**src/rtl/core/bads_pkg.sv**
```systemverilog
// Shared types and constants for the box-average image downscaler.
package bads_pkg;

    // Field and register widths
    localparam int PIX_W      = 8;
    localparam int LANES      = 4;
    localparam int CFG_ADDR_W = 3;
    localparam int CFG_DATA_W = 16;
    localparam int SF_W       = 5;
    localparam int FMT_W      = 2;
    localparam int IW_W       = 13;
    localparam int IH_W       = 16;

    // Register indexes on the configuration port
    localparam logic [CFG_ADDR_W-1:0] REG_SCALE_FACTOR = 3'd0;
    localparam logic [CFG_ADDR_W-1:0] REG_PIXEL_FORMAT = 3'd1;
    localparam logic [CFG_ADDR_W-1:0] REG_IMAGE_WIDTH  = 3'd2;
    localparam logic [CFG_ADDR_W-1:0] REG_IMAGE_HEIGHT = 3'd3;

    // Pixel formats
    typedef enum logic [FMT_W-1:0] {
        FMT_GRAY8  = 2'd0,
        FMT_GRAY16 = 2'd1,
        FMT_RGB24  = 2'd2,
        FMT_RGBA32 = 2'd3
    } pix_fmt_t;

    // Register reset values
    localparam logic [SF_W-1:0] SF_RESET  = 5'd2;
    localparam pix_fmt_t        FMT_RESET = FMT_GRAY8;
    localparam logic [IW_W-1:0] IW_RESET  = 13'd640;
    localparam logic [IH_W-1:0] IH_RESET  = 16'd480;

    // Quotient bits developed per block: one per divider step
    localparam int GRAY16_STEPS = 16;
    localparam int BYTE_STEPS   = 8;
    localparam int STEP_CNT_W   = 5;

    typedef enum logic [1:0] {
        DIV_IDLE,
        DIV_RUN,
        DIV_DONE
    } div_state_t;

    // Flags that travel with a finished block
    typedef struct packed {
        logic     row_end;
        logic     frame_end;
        pix_fmt_t fmt;
    } blk_tag_t;

endpackage

```
**src/rtl/core/bads_divider.sv**
```systemverilog
// Radix-2 restoring divider that turns four block sums into their averages.
module bads_divider
    import bads_pkg::*;
#(
    parameter int LW = 16,
    parameter int DW = 9
)(
    input  logic                     clk,
    input  logic                     rst_n,
    input  logic                     start,
    input  logic [DW-1:0]            divisor,
    input  logic [LANES*LW-1:0]      sum,
    input  blk_tag_t                 tag_in,
    output logic                     busy,
    output logic                     res_valid,
    input  logic                     res_ready,
    output logic [LANES*PIX_W-1:0]   res_data,
    output blk_tag_t                 res_tag
);

    localparam int QW = 2 * PIX_W;

    div_state_t            state_reg, state_next;
    logic [STEP_CNT_W-1:0] step_reg, step_next;
    logic [STEP_CNT_W-1:0] last_step;
    logic [DW-1:0]         divisor_reg;
    blk_tag_t              tag_reg;
    logic [DW-1:0]         rem_reg  [LANES];
    logic [DW-1:0]         rem_next [LANES];
    logic [QW-1:0]         quo_reg  [LANES];
    logic [QW-1:0]         quo_next [LANES];
    logic [2*LW-1:0]       dividend [LANES];
    logic [DW:0]           trial    [LANES];
    logic                  fits     [LANES];
    logic                  gray16_in;

    assign gray16_in = (tag_in.fmt == FMT_GRAY16);
    assign last_step = (tag_reg.fmt == FMT_GRAY16) ? STEP_CNT_W'(GRAY16_STEPS - 1)
                                                   : STEP_CNT_W'(BYTE_STEPS - 1);

    // Lane operands; gray16 treats the two low lanes as one sum
    always_comb
    begin
        for (int k = 0; k < LANES; k++)
        begin
            if (k == 0 && gray16_in)
                dividend[k] = sum[2*LW-1:0];
            else
                dividend[k] = {{LW{1'b0}}, sum[k*LW +: LW]};
            trial[k] = {rem_reg[k], quo_reg[k][QW-1]};
            fits[k]  = (trial[k] >= {1'b0, divisor_reg});
        end
    end

    // State register
    always_ff @(posedge clk or negedge rst_n)
    begin
        if (!rst_n)
        begin
            state_reg <= DIV_IDLE;
            step_reg  <= '0;
        end
        else
        begin
            state_reg <= state_next;
            step_reg  <= step_next;
        end
    end

    // Next state and datapath steps
    always_comb
    begin
        state_next = state_reg;
        step_next  = step_reg;
        for (int k = 0; k < LANES; k++)
        begin
            rem_next[k] = rem_reg[k];
            quo_next[k] = quo_reg[k];
        end
        unique case (state_reg)
            DIV_IDLE:
            begin
                if (start)
                begin
                    state_next = DIV_RUN;
                    step_next  = '0;
                    // Quotient is known to fit, so the high part starts as remainder
                    for (int k = 0; k < LANES; k++)
                    begin
                        if (gray16_in)
                        begin
                            rem_next[k] = DW'(dividend[k] >> QW);
                            quo_next[k] = dividend[k][QW-1:0];
                        end
                        else
                        begin
                            rem_next[k] = DW'(dividend[k] >> PIX_W);
                            quo_next[k] = {dividend[k][PIX_W-1:0], {PIX_W{1'b0}}};
                        end
                    end
                end
            end
            DIV_RUN:
            begin
                for (int k = 0; k < LANES; k++)
                begin
                    rem_next[k] = fits[k] ? DW'(trial[k] - {1'b0, divisor_reg})
                                          : DW'(trial[k]);
                    quo_next[k] = {quo_reg[k][QW-2:0], fits[k]};
                end
                step_next = step_reg + STEP_CNT_W'(1);
                if (step_reg == last_step)
                    state_next = DIV_DONE;
            end
            DIV_DONE:
            begin
                if (res_ready)
                    state_next = DIV_IDLE;
            end
            default:
            begin
                state_next = DIV_IDLE;
            end
        endcase
    end

    // Operand and lane registers
    always_ff @(posedge clk)
    begin
        if (state_reg == DIV_IDLE && start)
        begin
            divisor_reg <= divisor;
            tag_reg     <= tag_in;
        end
        for (int k = 0; k < LANES; k++)
        begin
            rem_reg[k] <= rem_next[k];
            quo_reg[k] <= quo_next[k];
        end
    end

    // Place quotients by format; unused channels read zero
    always_comb
    begin
        res_data = '0;
        case (tag_reg.fmt)
            FMT_GRAY8:
                res_data[PIX_W-1:0] = quo_reg[0][PIX_W-1:0];
            FMT_GRAY16:
                res_data[QW-1:0] = quo_reg[0];
            FMT_RGB24:
            begin
                for (int k = 0; k < 3; k++)
                    res_data[k*PIX_W +: PIX_W] = quo_reg[k][PIX_W-1:0];
            end
            FMT_RGBA32:
            begin
                for (int k = 0; k < LANES; k++)
                    res_data[k*PIX_W +: PIX_W] = quo_reg[k][PIX_W-1:0];
            end
            default:
                res_data = '0;
        endcase
    end

    assign busy      = (state_reg != DIV_IDLE);
    assign res_valid = (state_reg == DIV_DONE);
    assign res_tag   = tag_reg;

    a_start_when_idle: assert property (@(posedge clk) disable iff (!rst_n)
        start |-> state_reg == DIV_IDLE)
        else $error("divider started while busy");

    a_step_bound: assert property (@(posedge clk) disable iff (!rst_n)
        state_reg == DIV_RUN |-> step_reg <= last_step)
        else $error("divider step count ran past its last step");

    a_done_from_run: assert property (@(posedge clk) disable iff (!rst_n)
        state_reg == DIV_DONE |-> $past(state_reg) == DIV_RUN || $past(state_reg) == DIV_DONE)
        else $error("divider reached done without running");

endmodule

```
**config.mk**
```make
export PLATFORM = sky130hd
export DESIGN_NAME = bads_divider
export DESIGN_NICKNAME = d
export VERILOG_FILES = /design/src/rtl/core/bads_pkg.sv /design/src/rtl/core/bads_divider.sv
export SDC_FILE = /design/constraint.sdc
export NUM_CORES = 1
export LEC_CHECK = 0
export ABC_CLOCK_PERIOD_IN_PS = 7900
export BUFFER_PORTS_ARGS = -buffer_cell sky130_fd_sc_hd__buf_2
export CAP_MARGIN = 5
export CELL_PAD_IN_SITES_DETAIL_PLACEMENT = 1
export CELL_PAD_IN_SITES_GLOBAL_PLACEMENT = 2
export CORE_ASPECT_RATIO = 1.25
export CORE_UTILIZATION = 39
export DETAILED_ROUTE_END_ITERATION = 8
export PLACE_DENSITY_LB_ADDON = 0.1
export SLEW_MARGIN = 20
export SYNTH_ARGS = -nofsm -noshare
export SYNTH_HDL_FRONTEND = slang
export SYNTH_SLANG_ARGS = --single-unit
```
**constraint.sdc**
```tcl
create_clock -name clk -period 7.9 [get_ports clk]
set_clock_uncertainty 0.2 [all_clocks]
set_input_delay 0.79 -clock clk [delete_from_list [all_inputs] [get_ports clk]]
set_output_delay 0.79 -clock clk [all_outputs]
set_load 0.01 [all_outputs]
```
==> results.py, run 1 <==
metrics = {
    "yosys": {
        "yosysMostFrequentCell": "edfxtp_1",
        "synth_area_sq_um": 7510,
        "netlist.area_leader.share": 0.452,
        "ys_ff_latch": 120,
        "synth_flop_cell": "edfxtp_1",
        "syn-num-nets": 857,
        "netlist_instances": 735,
        "yosysTopAreaCell": "edfxtp_1",
        "ys_seq_area_frac": 0.475,
        "synth_edf_count": 113,
        "ys_top_cells_by_count": "edfxtp_1, nand2_1, nor2_1, ha_1, a31oi_1",
        "ys_async_sr_fraction": 0.0583,
        "ys_top_cells_by_area": "edfxtp_1, ha_1, nand2_1, a22o_1, mux2i_1",
        "netlist-cell-type-count": 66,
        "yosysWarnings": 0,
        "syn_avg_cell_area_sq_um": 10.2,
    },
    "sta": {
        "hold_viol": 0,
        "fmax_mhz": 306,
        "setup_viol": 0,
        "slew_headroom": 0.396,
        "fin_ws_ns": 4.64,
        "rsz0062_at_grt": "false",
        "finalCritPeriodShare": 0.413,
        "finalCriticalPeriod_ns": 3.26,
        "tns_ns": 0,
        "worst_slew_pin_slew_ns": 0.905,
        "hold_ws_ns": 0.341,
        "drv_slew": 0,
    },
    "drt": {
        "routedWlPerCell_um": 21.1,
        "drt_iter0_drc": 294,
        "wirelength_um": 22800,
        "via_count": 6184,
        "drtAntennaViolNets": 0,
        "dr.pass1.iters": 4,
        "routed_via_density": 5.71,
        "route.detailed.drc": 0,
    },
    "worst_setup_path": {
        "crit_path_max_fanout": 13,
        "rrSetupSlack_ns": 4.64,
        "path_cells": "ha_1 > inv_1 > fa_1 > a21o_1 > a221o_1 > a211oi_4 > mux2i_1 > o21ai_1",
        "crit_arrival_ns": 3.20,
        "r2r-start": "divisor_reg[0]",
        "slowest_delay_ns": 0.69,
        "crit_required_ns": 7.83,
        "r2r-end": "rem_reg[3][3]",
        "critPathLaunchType": "flip-flop",
        "slowest_stage": "a211oi_4",
        "cp-end-kind": "flip-flop",
        "reg2reg_depth": 8,
        "critPathKind": "flip-flop to flip-flop",
    },
    "grt": {
        "grt_max_degree": 91,
        "first_global_vias": 6416,
        "grt_first_pass_wirelength_um": 35700,
        "grt_usage": 0.238,
        "overflow": 0,
        "antenna_found_initial": 1,
    },
    "place": {
        "port_buffers": 118,
        "dp_hpwl_um": 16700,
        "dp_slack_ns": 4.61,
        "dpl_cell_area_sq_um": 8270,
        "place_inst": 1049,
        "routabilityCongestion": 0.858,
    },
    "die": {
        "io_pins": 119,
        "die-area_sq_um": 19800,
        "die_w_um": 126,
        "core_sq_um": 18800,
        "dieHeight_um": 157,
        "rows": 56,
        "start_util": 0.399,
    },
    "clocking": {
        "hold_buffers": 1,
        "cts_setup_buffers": 0,
        "htreeDepth": 4,
        "numCtsBuffers": 17,
        "cts_tree": "yes",
        "path_clk_slew_ns": 0.05,
        "clkLatencyLatePin_ns": 0.42,
        "root_buffer": "clkbuf_16",
        "clockBufferDepth": 2,
        "cts.sinks": 120,
        "cts_resized": 0,
    },
    "final_layout": {
        "final_nets": 959,
        "seqCellArea_sq_um": 3570,
        "largest_reg_flops": 64,
        "multi_input_area_sq_um": 3630,
        "n_fill_cell": 2142,
        "final_cell_area_sq_um": 8910,
        "syn2layout_area_growth_pct": 18.5,
        "instances_no_fill": 1083,
        "layout-drive-gt1-share": 0.209,
    },
    "power": {
        "p_leak_nw": 3.80,
        "power_density_nw_per_um2": 463,
        "ir_worst_vdd_uv": 183,
    },
    "outcome": {
        "status": "complete, no violations",
    },
    "job": {
        "maxCapViolCount": 0,
    },
    "min_path": {
        "hp-class": "flip-flop to flip-flop",
        "holdPathStages": 1,
        "hold_start": "step_reg[0]",
        "hold_path_end": "step_reg[0]",
    },
}
## placed cells by master, fill, tap and decap left out, drive strengths merged, types with 10 or more instances in the layout
cell type / instances
a22o: 30
mux2i: 24
o21ai: 30
nand2: 108
a21o: 10
ha: 37
mux2: 10
edfxtp: 113
and3: 10
clkbuf: 23
xor2: 13
a31oi: 35
buf: 127
and2: 14
inv: 32
nor2b: 10
a211oi: 15
a21oi: 34
nand3: 19
nor2: 49
## power breakdown
group	internal (mW)	switching [mW]	total, mW
clock network	0.550	0.279	0.829
registers	1.17	0.171	1.34
logic	0.803	1.16	1.96
total	2.52	1.61	4.13
## cell type report
| class | instances | share of cell area |
|---|---|---|
| antenna | 1 | 0.000281 |
| clock buffer | 23 | 0.0537 |
| clock inverter | 9 | 0.0163 |
| inverter | 32 | 0.0138 |
| multi-input combinational | 538 | 0.408 |
| sequential | 120 | 0.401 |
| tap | 232 | 0.0326 |
| timing repair buffer | 128 | 0.0750 |
## stage by stage
step / power, mW / utilization
floorplan: 2.77 / -
global placement: 3.20 / 0.439
detailed placement: 3.30 / 0.439
CTS: 4.16 / 0.472
global route: 4.41 / 0.473
finish: 4.13 / 0.473
## worst max-delay path by stage
stage | to | slack [ns] | depth (start not counted) | start
after global placement | rem_reg[3][0] | 4.73 | 8 | divisor_reg[0]
after global routing | rem_reg[3][8] | 4.45 | 8 | divisor_reg[0]
final | rem_reg[3][3] | 4.64 | 8 | divisor_reg[0]
after CTS | rem_reg[3][3] | 4.63 | 8 | divisor_reg[0]
after detailed placement | rem_reg[3][3] | 4.61 | 8 | divisor_reg[0]
after floorplan | quo_reg[0][0] | 4.38 | 2 | start
## metal layers
layer,GRT usage,vias up,wire (um)
met5,0,-,0
li1,-,2955,-
met4,0.0947,0,506
met2,0.396,129,11200
met1,0.308,3071,10300
met3,0.0421,29,835
## kinds of logic (layout without fill, tap and decap cells)
family          count (synthesis)  after routing  share of synthesized area
compound gates                200            200                      0.189
xor+xnor                       20             20                     0.0233
fa+ha+maj                      41             41                     0.0723
buf+inv                        77            192                     0.0443
flops                         120            120                      0.475
mux                            34             34                     0.0470
other cells                     0              1                          0
simple gates                  243            243                      0.149
## critical path: cells and delay by family (launching register included)
kind | cells | cell delay [ns]
compound gates | 4 | 1.35
fa+ha+maj | 2 | 0.63
buf+inv | 1 | 0.06
flops | 1 | 0.43
mux | 1 | 0.29
No activity file was read; power rests on OpenSTA's default activity.
==> inputs of run 2 (changes only) <==
- ABC_CLOCK_PERIOD_IN_PS: 7900 -> 3050
- CORE_UTILIZATION: 39 -> 37
- clock period: 7.9 -> 3.05 ns (I/O delays scaled with it)
==> results.py, run 2 (same netlist as run 1, synthesis figures left out) <==
metrics = {
    "outcome": {
        "status": "complete, no violations",
    },
    "sta": {
        "drv_slew": 0,
        "setup_viol": 0,
        "fmax_mhz": 343,
        "hold_viol": 0,
        "slew_headroom": 0.384,
        "worst_slew_pin_slew_ns": 0.921,
        "finalCriticalPeriod_ns": 2.92,
        "finalCritPeriodShare": 0.956,
        "rsz0062_at_grt": "true",
        "fin_ws_ns": 0.133,
    },
    "worst_setup_path": {
        "slowest_delay_ns": 0.40,
        "critPathKind": "flip-flop to flip-flop",
        "crit_path_max_fanout": 8,
        "crit_required_ns": 3.01,
        "r2r-end": "rem_reg[3][6]",
        "rrSetupSlack_ns": 0.13,
        "path_cells": "inv_1 > ha_1 > inv_1 > fa_2 > a21o_1 > a221o_1 > a211oi_4 > buf_4 > mux2i_1 > o21ai_1",
        "cp-end-kind": "flip-flop",
        "crit_arrival_ns": 2.88,
        "critPathLaunchType": "flip-flop",
        "reg2reg_depth": 10,
        "crit_top_cell": "inv_1",
        "slowest_stage": "a221o_1",
        "r2r-start": "quo_reg[3][15]",
    },
    "grt": {
        "grt_max_degree": 67,
        "antenna_found_initial": 2,
        "first_global_vias": 6729,
        "overflow": 0,
        "grt_usage": 0.236,
        "grt_first_pass_wirelength_um": 37400,
    },
    "power": {
        "p_leak_nw": 3.94,
        "power_density_nw_per_um2": 1140,
        "ir_worst_vdd_uv": 488,
        "switchingPower_mw": 4.31,
        "power.total_mw": 10.6,
        "clock_power_share": 0.176,
        "p_seq_frac": 0.324,
        "power.share.switching": 0.405,
        "p_int_mw": 6.32,
        "combinationalPowerShare": 0.500,
    },
    "place": {
        "routabilityCongestion": 0.839,
        "dp_hpwl_um": 17400,
        "port_buffers": 118,
        "dp_slack_ns": 0.0371,
    },
    "clocking": {
        "clkLatencyLatePin_ns": 0.42,
        "clockBufferDepth": 2,
        "cts_tree": "yes",
        "numCtsBuffers": 17,
        "cts.sinks": 120,
        "root_buffer": "clkbuf_16",
        "htreeDepth": 4,
        "path_clk_slew_ns": 0.06,
    },
    "min_path": {
        "hp-class": "input port to flip-flop",
        "holdPathStages": 3,
        "hold_start": "sum[31]",
        "hold_path_end": "rem_reg[1][7]",
    },
    "drt": {
        "routed_via_density": 5.53,
        "via_count": 6397,
        "wirelength_um": 23500,
        "drt_iter0_drc": 374,
        "dr.pass1.iters": 6,
        "routedWlPerCell_um": 20.3,
        "route.detailed.drc": 0,
        "drtAntennaViolNets": 0,
    },
    "final_layout": {
        "final_nets": 1000,
        "final_cell_mix": "buf_2, edfxtp_1, nand2_1",
        "fin_util": 0.473,
        "antenna_cells": 0,
        "final_common_cell": "buf_2",
        "largest_reg_flops": 64,
        "n_fill_cell": 2262,
        "syn2layout_area_growth_pct": 23.8,
        "layout-drive-gt1-share": 0.219,
    },
    "die": {
        "core_sq_um": 19700,
        "start_util": 0.382,
        "dieHeight_um": 161,
        "rows": 57,
        "die-area_sq_um": 20900,
        "io_pins": 119,
        "die_w_um": 129,
    },
    "job": {
        "maxCapViolCount": 0,
    },
}
-- run 2: changes by cell type in the layout (fill, tap and decap cells not counted), moves of 2 or more --
cell,before,now
buf_12,0,4
clkbuf_8,3,0
clkinv_2,5,0
clkbuf_1,3,1
clkinvlp_4,0,6
buf_4,9,18
bufinv_16,4,0
clkinv_4,0,3
dlygate4sd3_1,1,29
inv_6,0,6
-- run 2: critical path, delay by kind of cell (launching register included) --
kind / cells / cell delay, ns
buffers and inverters: 3 / 0.36
AO/OA/AOI/OAI: 4 / 0.93
multiplexers: 1 / 0.23
adder cells (fa/ha/maj): 2 / 0.56
flip-flops: 1 / 0.38
-- run 2: worst max-delay path by stage --
| stage | startpoint | endpoint | slack (ns) | depth (start not counted) |
|---|---|---|---|---|
| finish | quo_reg[3][15] | rem_reg[3][6] | 0.13 | 10 |
| global route | quo_reg[3][15] | rem_reg[3][3] | -0.009 | 10 |
| CTS | quo_reg[3][15] | rem_reg[3][6] | 0.002 | 10 |
| detailed placement | quo_reg[3][15] | rem_reg[3][6] | 0.04 | 10 |
| global placement | quo_reg[3][15] | rem_reg[3][8] | 0.11 | 10 |
| floorplan | state_reg[0] | quo_reg[0][0] | 0.08 | 2 |
-- run 2: layer usage --
| layer | global-route usage | vias up | wire length [um] |
|---|---|---|---|
| met5 | 0 | - | 23 |
| met4 | 0.0608 | 4 | 261 |
| met3 | 0.0414 | 22 | 788 |
| met2 | 0.400 | 124 | 11700 |
| met1 | 0.308 | 3205 | 10800 |
| li1 | - | 3042 | - |
-- run 2: per-stage QoR --
step	area (sq um)	cells	hold WS [ns]	setup TNS, ns
floorplan	7520	735	-0.191	0
global placement	8450	1094	-0.0569	0
detailed placement	8450	1094	-0.0485	0
global route	9300	1156	0.00792	-0.0160
CTS	9290	1155	0.00132	0
finish	9300	1156	0.0166	0
-- run 2: power by group through the flow --
stage	registers [mW]	logic [mW]	clock network [mW]
6_report	3.44	5.32	1.88
3_3_place_gp	3.43	5.07	0
4_1_cts	3.44	5.32	1.93
5_1_grt	3.53	5.90	1.98
3_5_place_dp	3.47	5.24	0
2_1_floorplan	3.31	3.86	0
-- run 2: layout make-up --
class	instances	area, sq um	share of cell area
inverters	32	124	0.0133
multi-input cells	538	3640	0.391
flip-flops and latches	120	3570	0.384
repair buffers	169	1100	0.118
well taps	265	332	0.0356
clock buffers	18	429	0.0461
clock inverters	14	116	0.0125
-- run 2: repair_timing --
| action | in CTS | in global routing |
|---|---|---|
| setup buffers | 0 | 1 |
| gates resized for setup | 0 | 2 |
| hold endpoints to repair | 35 | 0 |
| endpoints found under the setup margin | 0 | 8 |
| hold buffers | 29 | 0 |
